**config.mk**
```make
export PLATFORM = sky130hd
export DESIGN_NAME = tls_div
export DESIGN_NICKNAME = d
export VERILOG_FILES = /design/src/rtl/core/assert_macros.svh /design/src/rtl/core/tls_pkg.sv /design/src/rtl/core/tls_div.sv
export SDC_FILE = /design/constraint.sdc
export NUM_CORES = 1
export LEC_CHECK = 0
export BUFFER_PORTS_ARGS = -buffer_cell sky130_fd_sc_hd__buf_2
export CAP_MARGIN = 5
export CORE_UTILIZATION = 42
export CTS_CLUSTER_SIZE = 10
export DETAILED_ROUTE_END_ITERATION = 7
export GPL_TIMING_DRIVEN = 0
export SLEW_MARGIN = 20
export SYNTH_ARGS = -nofsm -noshare
export SYNTH_HDL_FRONTEND = slang
export SYNTH_SLANG_ARGS = --single-unit
export TNS_END_PERCENT = 1
```
**constraint.sdc**
```tcl
create_clock -name clk -period 5.21 [get_ports clk]
set_input_delay 1.042 -clock clk [delete_from_list [all_inputs] [get_ports clk]]
set_output_delay 1.042 -clock clk [all_outputs]
set_load 0.02 [all_outputs]
```
**src/rtl/core/assert_macros.svh**
```systemverilog
// Assertion macros shared by the line-fit RTL.
`ifndef ASSERT_MACROS_SVH
`define ASSERT_MACROS_SVH

// Invariant that must hold at every sampled edge out of reset.
`define TLS_CHECK(lbl, clk, rstn, prop, msg) \
  lbl: assert property (@(posedge clk) disable iff (!rstn) (prop)) else $error(msg);

// Same-cycle implication.
`define TLS_IMPLY(lbl, clk, rstn, ante, cons, msg) \
  lbl: assert property (@(posedge clk) disable iff (!rstn) (ante) |-> (cons)) else $error(msg);

`endif

```
**src/rtl/core/tls_pkg.sv**
```systemverilog
// Shared types and constants for the total least squares line fit.
package tls_pkg;

  // Divider divisor width and square root radicand/root widths.
  localparam int DEN_W      = 32;
  localparam int SQ_W       = 64;
  localparam int ROOT_W     = 32;
  // Direction vector format: Q1.30.
  localparam int DIR_FRAC   = 30;
  localparam logic [31:0] DIR_ONE    = 32'h4000_0000;
  localparam logic [31:0] ROUND_HALF = 32'h2000_0000;
  localparam logic [31:0] SAT32      = 32'hFFFF_FFFF;
  // Moments are scaled so the largest lies in [2^27, 2^28).
  localparam int SCALE_BITS = 28;
  // Perpendicular distance width.
  localparam int D_W        = 34;

  typedef enum logic [4:0] {
    ST_IDLE,
    ST_START,
    ST_MEAN_X,
    ST_MEAN_Y,
    ST_MOM,
    ST_SCALE,
    ST_SQ,
    ST_DISC_GO,
    ST_DISC,
    ST_VEC,
    ST_VSQ,
    ST_NORM_GO,
    ST_NORM,
    ST_UX,
    ST_UY,
    ST_RES,
    ST_RMS_DIV,
    ST_RMS_SQRT,
    ST_FIN
  } tls_state_t;

  typedef struct packed {
    logic busy;
    logic done;
  } unit_sts_t;

endpackage

```
**src/rtl/core/tls_div.sv**
```systemverilog
// Restoring divider, one quotient bit per cycle.
module tls_div #(
  parameter int NW = 78
) (
  input  logic                      clk,
  input  logic                      rst_n,
  input  logic                      start,
  input  logic [NW-1:0]             num,
  input  logic [tls_pkg::DEN_W-1:0] den,
  output logic [NW-1:0]             quo,
  output tls_pkg::unit_sts_t        sts
);
  import tls_pkg::*;

  localparam int CW = $clog2(NW + 1);

  logic [NW-1:0]    num_r;
  logic [NW-1:0]    quo_r;
  logic [DEN_W-1:0] den_r;
  logic [DEN_W:0]   rem_r;
  logic [CW-1:0]    cnt_r;
  logic             busy_r;
  logic             done_r;
  logic [DEN_W:0]   rem_sh;
  logic [DEN_W:0]   rem_nxt;
  logic             ge;

  always_comb begin
    rem_sh  = {rem_r[DEN_W-1:0], num_r[NW-1]};
    ge      = rem_sh >= {1'b0, den_r};
    rem_nxt = ge ? rem_sh - {1'b0, den_r} : rem_sh;
  end

  always_ff @(posedge clk) begin
    if (!rst_n) begin
      busy_r <= 1'b0;
      done_r <= 1'b0;
      cnt_r  <= '0;
    end else begin
      done_r <= 1'b0;
      if (start) begin
        busy_r <= 1'b1;
        cnt_r  <= CW'(NW);
      end else if (busy_r) begin
        cnt_r <= cnt_r - CW'(1);
        if (cnt_r == CW'(1)) begin
          busy_r <= 1'b0;
          done_r <= 1'b1;
        end
      end
    end
  end

  always_ff @(posedge clk) begin
    if (start) begin
      num_r <= num;
      den_r <= den;
      rem_r <= '0;
    end else if (busy_r) begin
      num_r <= num_r << 1;
      rem_r <= rem_nxt;
      quo_r <= {quo_r[NW-2:0], ge};
    end
  end

  assign quo = quo_r;
  assign sts = '{busy: busy_r, done: done_r};

endmodule

```
Word level (Yosys, flattened, before mapping)
Index checks and enable logic that the tools add are counted.

storage, ports and cells
  flip-flop bits (word level) = 229
  bits in latches = 0
  RAM bits = 0
  bits in read-only memories = 0
  bits of input ports = 113
  output and inout port bits = 80
  memories kept = 0

operators by class
  $add $sub $neg = 2
  multiply operators = 0
  div/mod/pow operators = 0
  $lt $le $gt $ge = 1
  equality and inequality tests = 1
  shift operators = 0
  multiplexer cells = 9
  bitwise gates (word level) = 3
  reduce and logical (&&, ||, !) cells = 4

operators with widths
  kind                 number
  $mux 78              2
  $ge 33x32->1         1
  $mux 32              1
  $sub 32x32->32       1
  $mux 7               2
  $eq 7x1->1 const B   1
  $sub 7x1->7 const B  1
  $mux 1               4
  $not 1->1            3
  $reduce_or 3->1      1
  $reduce_and 2->1     1
  $reduce_bool 2->1    1
  $reduce_or 2->1      1

Logic depth before layout (Yosys ltp)
  word-level depth = 4
  depth in mapped cells = 13
  gate-level depth less buffers = 12

Least setup slack after synthesis
No wires, ideal clock.

  path type = input to register
  start = input port start
  end = register rem_r[28]
  setup time = 0.079 ns
  data arrival time = 4.141 ns
  setup slack = 0.990 ns
  cell stages on the path = 5
  path through = nand2b_1 inv_1 clkbuf_1 a32oi_1 o21ai_1

RTL lines
  what                  line           text
  from (decl)           tls_div.sv:7   input logic start,
  to (signal assigned)  tls_div.sv:61  rem_r <= rem_nxt;
  to (decl)             tls_div.sv:20  logic [DEN_W:0] rem_r;

Final worst setup path
  start = input port start
  end = register num_r[20], enable pin

between the ends
  cells in the longest elaborated chain, start to end = 1

RTL lines
  what                         line           text
  $reduce_bool 2->1 (no line)  n/a
  to (signal assigned)         tls_div.sv:56  num_r <= num;
  to (signal assigned)         tls_div.sv:60  num_r <= num_r << 1;
  to (decl)                    tls_div.sv:17  logic [NW-1:0] num_r;

Every way passes these cells.
A chain may end at the register's enable or synchronous reset.

==> metrics.cfg <==
[place]
place_ws_ps = 1480
gp_congestion = 0.829
hpwl_um = 15100
dpl_cell_area_mm2 = 0.0117
place_inst = 1267
io_buffer_count = 192

[synth]
synthFlopType = edfxtp_1
synth_nets = 902
syn_avg_cell_area_um2 = 13.6
ys_seq_area_share_pct = 63.1
async_flop_share_pct = 0
yosys-top-cells-area = edfxtp_1 55%, mux2_2 8.5%, dfxtp_1 8.0%, ha_1 4.2%, a21oi_1 1.9%
syn_inst = 754
synth.largest_area_cell = edfxtp_1
synth-edff-count = 188
ys_warn_count = 0
synthDistinctLibCells = 69
synth_top_area_share_pct = 55.1
ys_ff_latch = 229
syn_area_mm2 = 0.0102

[final_layout]
fin_cells = 1313
area_growth_pct = 21.4
design_area_mm2 = 0.0124
fillerInstances = 2136
drive_above_1_share_pct = 34.1
final_util_pct = 52.5
nNetsFinal = 1125

[drt]
dr.pass1.iters = 5
vias = 6608
drt_wl_total_um = 21500
routedWlPerCell_um = 16.4
initialDrtViolationCount = 325
drtAntennaViolNets = 0
drc_errors = 0
vias_per_cell = 5.03

[global_routing]
use_met2_pct = 25.1
overflow = 0
grt_pass1_wl_um = 33100
use_met1_pct = 23.8
track_usage_pct = 16.9
grt_use_met3_pct = 5.31
grt_max_degree = 50
grt_pass1_vias = 6327
antenna_found_initial = 4
grt_busiest_layer = met2

[floorplanning]
ios = 193
start_util_pct = 43.3
row_count = 56
die_x_um = 158
dieArea_mm2 = 0.0250
core_region_area_mm2 = 0.0237
chipHeight_um = 158

[outcome]
outcome = finished, final reports clean

[critical_path]
critPathArrivalTime_ps = 3370
worst_ep_required_time_ps = 5470
crit_type = input port to flip-flop
critPathLaunchType = input port
crit_path_max_fanout = 49
worstSetupEndpointType = flip-flop

[job]
drv_cap = 0

[timing]
timing.fmax_ghz = 0.321
finalWorstPathRequiredPeriod_ps = 3120
setup_viol = 0
whs_ps = 438
slew_violations = 0
grt_setup_unrepaired = false
setup_ws_ps = 2090
tns_ps = 0
maxSlewHeadroom_pct = 41.5
min_period_over_period_pct = 59.8
clock_skew_ps = 15.8
hold_violations = 0
worst_pin_slew_ps = 875

[clock_tree]
clkTransAtPathRegs_ps = 60
cts_resized = 0
post_cts_buffers = 0
clockRootBuffer = clkbuf_16
cts_tree = built
h-tree-depth = 1
cts_sinks = 229
clkLatencyLatePin_ps = 530
holdBufCountCts = 0
numCtsBuffers = 27
clockBufferDepth = 3

[pwr]
p_per_area_mw_per_mm2 = 343
irDropWorstVdd_mv = 0.245
p_leak_nw = 4.90
power.total_mw = 4.27

[worst_hold_path]
hold_path_class = flip-flop to flip-flop

==> placed cells by master (no fill, tap or decap), drive strengths merged, types with 7 or more instances in the layout <==
master | netlist | layout
xnor2 | 16 | 16
dfxtp | 41 | 41
xor2 | 11 | 11
nor2b | 7 | 7
nor3 | 11 | 11
edfxtp | 188 | 188
clkbuf | 16 | 57
a21oi | 41 | 41
o21ai | 37 | 37
buf | 11 | 205
a21o | 14 | 14
nor2 | 52 | 52
and3 | 7 | 7
a211oi | 18 | 18
nand2 | 40 | 40
ha | 34 | 34
inv | 42 | 43
nand3 | 9 | 9
mux2 | 77 | 77
o21a | 8 | 8
==> per-layer routing <==
metal  part of all wire [%]  wire, um
met3                    8.3      1780
met4                    2.1       453
met2                     42      9090
met5                  0.046        10
met1                     47     10200
==> worst max-delay path, stage by stage <==
cell	delay (ps)
buf_2	370
nor2_1	790
clkbuf_1	530
inv_4	300
buf_16	290
==> final cells by class <==
| cell class | count | area (um^2) | area share, % |
|---|---|---|---|
| well taps | 319 | 399 | 3.21 |
| repair buffers | 194 | 1020 | 8.17 |
| inverters | 42 | 160 | 1.29 |
| multi-input cells | 456 | 3480 | 28.0 |
| clock inverters | 3 | 17.5 | 0.141 |
| diodes | 2 | 5.00 | 0.0402 |
| plain buffers | 27 | 145 | 1.17 |
| flip-flops and latches | 229 | 6470 | 52.0 |
| clock buffers | 41 | 748 | 6.02 |
==> sequential cells by signal, indices dropped and copies added, names as in the netlist <==
name / cells
num_r: 78
quo: 78
den_r: 32
rem_r: 32
cnt_r: 7
busy_r: 1
done_r: 1
==> final timing paths <==
| check | start | end | slack, ps | depth (start not counted) |
|---|---|---|---|---|
| worst max-delay path | start | num_r[20] | 2090 | 5 |
| worst min-delay path | quo[15] | quo[16] | 440 | 0 |
| worst min register to register | quo[15] | quo[16] | 440 | 0 |
| worst max register to register | den_r[1] | rem_r[31] | 2320 | 11 |
==> cells by family after synthesis <==
logic type	Yosys count	share of synthesized area, %
buf+inv	69	2.92
xor+xnor	27	2.31
flops	229	63.1
simple gates	151	7.24
mux	83	9.05
compound gates	160	11.0
fa+ha+maj	35	4.35
==> where the power goes <==
group,leakage [nW],internal [mW],total (mW),switching [mW]
clock,0.371,0.975,1.66,0.688
sequential,2.06,2.11,2.15,0.0408
combinational,2.46,0.204,0.450,0.246
==> cell usage after synthesis, types with 3 or more instances <==
cell type and instances:
and3_1 4, a211oi_1 16, nand2b_1 6, nor3_1 11, a21oi_1 39, o21a_1 8
a22o_1 5, o31a_1 4, ha_1 34, xnor2_1 16, nor2b_1 7, dfxtp_1 41
nand4_1 4, a21o_1 14, and3_4 3, inv_1 41, o21bai_1 3, mux2i_1 6
edfxtp_1 188, nor2_1 52, and2_1 3, nand3_1 9, mux2_2 77, clkbuf_1 16
a32oi_1 4, buf_4 6, o21ai_0 26, xor2_1 11, o21ai_1 9, and4_1 3
nand2_1 40
No activity file was read; power rests on OpenSTA's default activity.
