**config.mk**
```make
export PLATFORM = sky130hd
export DESIGN_NAME = tls_sqrt
export DESIGN_NICKNAME = d
export VERILOG_FILES = /design/src/rtl/core/assert_macros.svh /design/src/rtl/core/tls_pkg.sv /design/src/rtl/core/tls_sqrt.sv
export SDC_FILE = /design/constraint.sdc
export NUM_CORES = 1
export LEC_CHECK = 0
export BUFFER_PORTS_ARGS = -buffer_cell sky130_fd_sc_hd__clkbuf_2
export CAP_MARGIN = 5
export CELL_PAD_IN_SITES_DETAIL_PLACEMENT = 0
export CELL_PAD_IN_SITES_GLOBAL_PLACEMENT = 1
export CORE_ASPECT_RATIO = 1.75
export CORE_MARGIN = 2
export CORE_UTILIZATION = 40
export CTS_CLUSTER_DIAMETER = 100
export DETAILED_ROUTE_END_ITERATION = 6
export PLACE_DENSITY = 0.76
export SLEW_MARGIN = 20
export SYNTH_ARGS = -nofsm -noshare
export SYNTH_HDL_FRONTEND = slang
export SYNTH_SLANG_ARGS = --single-unit
```
**constraint.sdc**
```tcl
create_clock -name clk -period 10.8 [get_ports clk]
set_clock_uncertainty 0.1 [all_clocks]
set_input_delay 0 -clock clk [delete_from_list [all_inputs] [get_ports clk]]
set_output_delay 0 -clock clk [all_outputs]
set_load 0.05 [all_outputs]
```
**src/rtl/core/assert_macros.svh**
```systemverilog
// Assertion macros shared by the line-fit RTL.
`ifndef ASSERT_MACROS_SVH
`define ASSERT_MACROS_SVH

// Invariant that must hold at every sampled edge out of reset.
`define TLS_CHECK(lbl, clk, rstn, prop, msg) \
  lbl: assert property (@(posedge clk) disable iff (!rstn) (prop)) else $error(msg);

// Same-cycle implication.
`define TLS_IMPLY(lbl, clk, rstn, ante, cons, msg) \
  lbl: assert property (@(posedge clk) disable iff (!rstn) (ante) |-> (cons)) else $error(msg);

`endif

```
**src/rtl/core/tls_pkg.sv**
```systemverilog
// Shared types and constants for the total least squares line fit.
package tls_pkg;

  // Divider divisor width and square root radicand/root widths.
  localparam int DEN_W      = 32;
  localparam int SQ_W       = 64;
  localparam int ROOT_W     = 32;
  // Direction vector format: Q1.30.
  localparam int DIR_FRAC   = 30;
  localparam logic [31:0] DIR_ONE    = 32'h4000_0000;
  localparam logic [31:0] ROUND_HALF = 32'h2000_0000;
  localparam logic [31:0] SAT32      = 32'hFFFF_FFFF;
  // Moments are scaled so the largest lies in [2^27, 2^28).
  localparam int SCALE_BITS = 28;
  // Perpendicular distance width.
  localparam int D_W        = 34;

  typedef enum logic [4:0] {
    ST_IDLE,
    ST_START,
    ST_MEAN_X,
    ST_MEAN_Y,
    ST_MOM,
    ST_SCALE,
    ST_SQ,
    ST_DISC_GO,
    ST_DISC,
    ST_VEC,
    ST_VSQ,
    ST_NORM_GO,
    ST_NORM,
    ST_UX,
    ST_UY,
    ST_RES,
    ST_RMS_DIV,
    ST_RMS_SQRT,
    ST_FIN
  } tls_state_t;

  typedef struct packed {
    logic busy;
    logic done;
  } unit_sts_t;

endpackage

```
**src/rtl/core/tls_sqrt.sv**
```systemverilog
// Floor square root, two radicand bits per cycle.
module tls_sqrt (
  input  logic                       clk,
  input  logic                       rst_n,
  input  logic                       start,
  input  logic [tls_pkg::SQ_W-1:0]   rad,
  output logic [tls_pkg::ROOT_W-1:0] root,
  output tls_pkg::unit_sts_t         sts
);
  import tls_pkg::*;

  logic [SQ_W-1:0] v_r;
  logic [SQ_W-1:0] r_r;
  logic [SQ_W-1:0] bit_r;
  logic            busy_r;
  logic            done_r;
  logic [SQ_W-1:0] trial;
  logic            ge;

  always_comb begin
    trial = r_r + bit_r;
    ge    = v_r >= trial;
  end

  always_ff @(posedge clk) begin
    if (!rst_n) begin
      busy_r <= 1'b0;
      done_r <= 1'b0;
    end else begin
      done_r <= 1'b0;
      if (start) begin
        busy_r <= 1'b1;
      end else if (busy_r && bit_r == SQ_W'(1)) begin
        busy_r <= 1'b0;
        done_r <= 1'b1;
      end
    end
  end

  always_ff @(posedge clk) begin
    if (start) begin
      v_r   <= rad;
      r_r   <= '0;
      bit_r <= SQ_W'(1) << (SQ_W - 2);
    end else if (busy_r) begin
      if (ge) begin
        v_r <= v_r - trial;
        r_r <= (r_r >> 1) + bit_r;
      end else begin
        r_r <= r_r >> 1;
      end
      bit_r <= bit_r >> 2;
    end
  end

  assign root = r_r[ROOT_W-1:0];
  assign sts  = '{busy: busy_r, done: done_r};

endmodule

```
# After elaboration in Yosys (flattened, before gate mapping)
# Cells that the tools add are included.
# word_totals
regBits,162
in_bits,67
word_cells,24
# classes
add_sub_neg,3
magnitude_cmp,1
n_eq_ne,1
muxes,7
bitwise,1
reduce_logical,6
# ops
operator,n
64-bit two-way mux,4
63-bit by 63-bit adder with 64-bit output,1
64-bit by 63-bit adder with 64-bit output,1
64-bit >= comparator,1
64-bit subtractor,1
32-bit by 1-bit equality test with 1-bit output (second input constant),1
2-bit nonzero test,3
1-bit two-way mux,3
2-bit AND reduction,1
2-bit OR reduction,1
1-bit logical AND,1
1-bit NOT,1

# Logic depth before layout (Yosys ltp)
# depth
word_depth,5
mapped_depth,26
depth_no_buf,23

# Worst setup path before layout
# No wires, ideal clock.
# synth_path
path_type,register to register
start,register r_r[16]
end,register v_r[0] (enable)
t_arrival_ns,5.465
required_ns,10.277
setup_slack_ns,4.811
stages_incl_launch_ff,21
synth_period_minus_slack_ns,5.989
path_cell_list,dfxtp_1 ha_1 and3_1 nand3_1 or3b_4 a2111oi_4 a21oi_2 a311oi_2 a21oi_2 o211ai_4 a21oi_1 xor2_1 ha_1 nand2_1 o21a_1 o22ai_1 a211oi_1 a32oi_1 o21a_1 nand2_1 nand2_1
# synth_via
elab_chain_cells,4
# synth_lines
item,line,source
"start, declared",tls_sqrt.sv:13,logic [SQ_W-1:0] r_r;
"start signal, assigned",tls_sqrt.sv:48,r_r <= (r_r >> 1) + bit_r;
"start signal, assigned",tls_sqrt.sv:50,r_r <= r_r >> 1;
64-bit by 63-bit adder with 64-bit output,tls_sqrt.sv:21,trial = r_r + bit_r;
64-bit >= comparator,tls_sqrt.sv:22,ge = v_r >= trial;
2-bit nonzero test (no source line),-,
2-bit AND reduction (no source line),-,
"end signal, assigned",tls_sqrt.sv:42,v_r <= rad;
"end signal, assigned",tls_sqrt.sv:47,v_r <= v_r - trial;
"end, declared",tls_sqrt.sv:12,logic [SQ_W-1:0] v_r;
# No other way between the ends.
# A chain may end at the register's enable or synchronous reset.

# Worst setup path in the final report
# layout_path
start,register r_r[6]
end,register v_r[23] (enable)
# Same word-level chain as after synthesis.

==> results.json <==
{
  "status": "complete, no violations",
  "gp_congestion": 0.937,
  "coreArea_um2": 37600,
  "cts_tree": "yes",
  "grt-ovfl-total": 0,
  "yosys-top-cells-area": "dfxtp_1 (13%), edfxtp_1 (13%), ha_1 (11%)",
  "path_delay_family": "compound AO/OA/AOI/OAI gates",
  "clk_path_buf_depth": 2,
  "avgViaCountPerCell": 5.92,
  "power.density_nw_per_um2": 260,
  "path_cells": "ha_1 -> a21oi_1 -> a211oi_1 -> a41o_1 -> nand4_1 -> a21oi_1 -> a21oi_1 -> o21a_1 -> o21bai_1 -> a21oi_1 -> xor2_1 -> ha_1 -> nand2_1 -> o21a_1 -> o22ai_1 -> a211oi_1 -> a32oi_1 -> o21a_2 -> buf_4 -> nand2_1 -> nand2_2 -> buf_4",
  "worst-path-max-fanout": 58,
  "vias": 15000,
  "track_usage": 0.262,
  "rr_worst_depth": 22,
  "r2r_slack_ns": 3.29,
  "critPathRequiredTime_ns": 10.80,
  "ys_seq_area_frac": 0.254,
  "grt_pass1_wl_um": 80800,
  "nets": 2245,
  "cts.sinks": 162,
  "netlist.area_leader.share": 0.128,
  "drive_gt1_frac": 0.0898,
  "cts_buffers": 17,
  "worstSetupStartpointType": "flip-flop",
  "n_antenna_cell": 0,
  "worst_path_max_delay_cell": "nand2_2",
  "antenna_left": 0,
  "startpoint": "r_r[6]",
  "maxSlewViolCount": 0,
  "grt_max_degree": 100,
  "synth_nets": 2155,
  "finalInstanceArea_um2": 17300,
  "layout_commonest_cell": "nand2_1",
  "tightestPinTransition_ns": 0.980,
  "r2r-end": "v_r[23]",
  "post-route-period-util": 0.696,
  "avgSynthCellArea_um2": 7.81,
  "io_buffers": 100,
  "dr.pass1.iters": 5,
  "place_inst": 2412,
  "p_leak_nw": 6.65,
  "post-cts-setup-buffers": 0,
  "fillers": 3855,
  "io_pins": 101,
  "end_kind": "flip-flop",
  "wl_per_cell_um": 20.5,
  "syn_area_um2": 15300,
  "die_area_um2": 39800,
  "ys.warnings.count": 0,
  "holdBufCountCts": 96,
  "syn-instance-count": 1957,
  "antenna_found_initial": 0,
  "critPathMostFrequentCell": "a21oi_1",
  "fmax_mhz": 133,
  "die_w_um": 152,
  "synth_seq_cells": 162,
  "synthArstFlopShare": 0,
  "ir_drop_mv": 0.167,
  "clk_pin_slew_ns": 0.07,
  "hold_path.class": "in -> reg",
  "start_util": 0.406,
  "fin_cells": 2539,
  "critical_path_cell_count": 22,
  "hold_slack_ns": 0.0337,
  "synth.distinct_cells": 91,
  "dpl_cell_area_um2": 15800,
  "areaGrowthSynthToFinish_pct": 13.3,
  "crit_buf_inv": 2,
  "critPathKind": "reg -> reg",
  "h-tree-depth": 4,
  "crit_arrival_ns": 7.52,
  "clk_latency_ns": 0.46,
  "yosysTopAreaCell": "dfxtp_1",
  "die_h_um": 263,
  "synth_ff_type": "dfxtp_1",
  "fin_crit_ns": 7.51,
  "drtIter0Drc": 743,
  "synth-edff-count": 64,
  "max-cap-violations": 0,
  "cts-root-buf": "clkbuf_16",
  "relSlewSlack": 0.330,
  "hold_viol_final": 0,
  "route.detailed.drc": 0,
  "grt_pass1_vias": 15100,
  "rows": 94,
  "rsz0062_at_grt": "no",
  "drt-total-wl_um": 52100,
  "dp_hpwl_um": 40300,
  "layout_common_cells": "nand2_1 (243), o21ai_0 (177), nor2_1 (177), a21oi_1 (132), ha_1 (130)",
  "cts_resized": 0,
  "endpoint": "v_r[23]",
  "fin_tns_setup_ns": 0,
  "regToRegStartpoint": "r_r[6]",
  "slowest_delay_ns": 0.73,
  "setup_violations": 0
}
-- registers in the layout, indices dropped and copies added (netlist names) --
signal / flops
done_r: 1
bit_r: 32
busy_r: 1
v_r: 64
r_r: 64
-- synthesized netlist by cell type (37+ instances only) --
cell type and instances:
a211oi_1 37, a21o_1 39, a21oi_1 132, a31oi_1 54
buf_4 42, clkbuf_1 65, dfxtp_1 98, edfxtp_1 64
ha_1 130, inv_1 44, nand2_1 244, nand3_1 44
nand4_1 51, nor2_1 177, o21ai_0 177, xnor2_1 75
xor2_1 83
-- how the worst min path moves through the flow --
stage	startpoint	endpoint	slack [ns]	cells past startpoint
3_3_place_gp	rst_n	done_r	0.16	2
3_5_place_dp	rst_n	done_r	0.16	2
6_report	start	v_r[59]	0.03	2
4_1_cts	start	v_r[59]	0.004	2
2_1_floorplan	rst_n	done_r	0.05	1
5_1_grt	start	v_r[59]	0.05	2
-- cell families after synthesis --
family / count (synthesis) / synth area share
compound gates: 618 / 0.263
xor+xnor: 158 / 0.0906
simple gates: 669 / 0.202
flops: 162 / 0.254
mux: 39 / 0.0258
buf+inv: 180 / 0.0568
fa+ha+maj: 131 / 0.108
-- report_power, final --
group | total, W | leakage (nW) | switching, W | internal [W]
Clock | 0.000629 | 0.288 | 0.000296 | 0.000334
Sequential | 0.00107 | 1.44 | 0.000192 | 0.000874
Combinational | 0.00281 | 4.92 | 0.00176 | 0.00105
Total | 0.00451 | 6.65 | 0.00225 | 0.00226
-- through the flow --
step / power (W) / util / setup WS [ns]
2_1_floorplan: 0.00310 / - / 4.81
3_3_place_gp: 0.00376 / 0.419 / 3.57
3_5_place_dp: 0.00378 / 0.419 / 3.38
4_1_cts: 0.00451 / 0.460 / 3.32
5_1_grt: 0.00484 / 0.460 / 2.73
6_report: 0.00451 / 0.460 / 3.29
-- cell type report --
class | count | area (um2) | share of cell area
multi-input cells | 1615 | 10500 | 0.609
flip-flops and latches | 162 | 3890 | 0.225
repair buffers | 207 | 1550 | 0.0896
well taps | 480 | 601 | 0.0347
clock buffers | 19 | 453 | 0.0262
inverters | 44 | 165 | 0.00954
clock inverters | 12 | 118 | 0.00679
-- per-layer routing --
metal  track usage  routed length, um  up-vias
met1         0.249              18100     7126
met4         0.166               3450        0
met5             0                  0        -
li1              -                  -     7373
met2         0.509              28800      394
met3        0.0330               1720      145
-- worst register-to-register path, stage by stage, from the launching register on --
cell and delay [ns]:
dfxtp_1 0.40, ha_1 0.39, a21oi_1 0.08, a211oi_1 0.64, a41o_1 0.34, nand4_1 0.14, a21oi_1 0.33, a21oi_1 0.17
o21a_1 0.23, o21bai_1 0.26, a21oi_1 0.14, xor2_1 0.17, ha_1 0.43, nand2_1 0.13, o21a_1 0.21, o22ai_1 0.21
a211oi_1 0.10, a32oi_1 0.37, o21a_2 0.20, buf_4 0.54, nand2_1 0.24, nand2_2 0.73, buf_4 0.57
(Power assumes the default switching activity.)
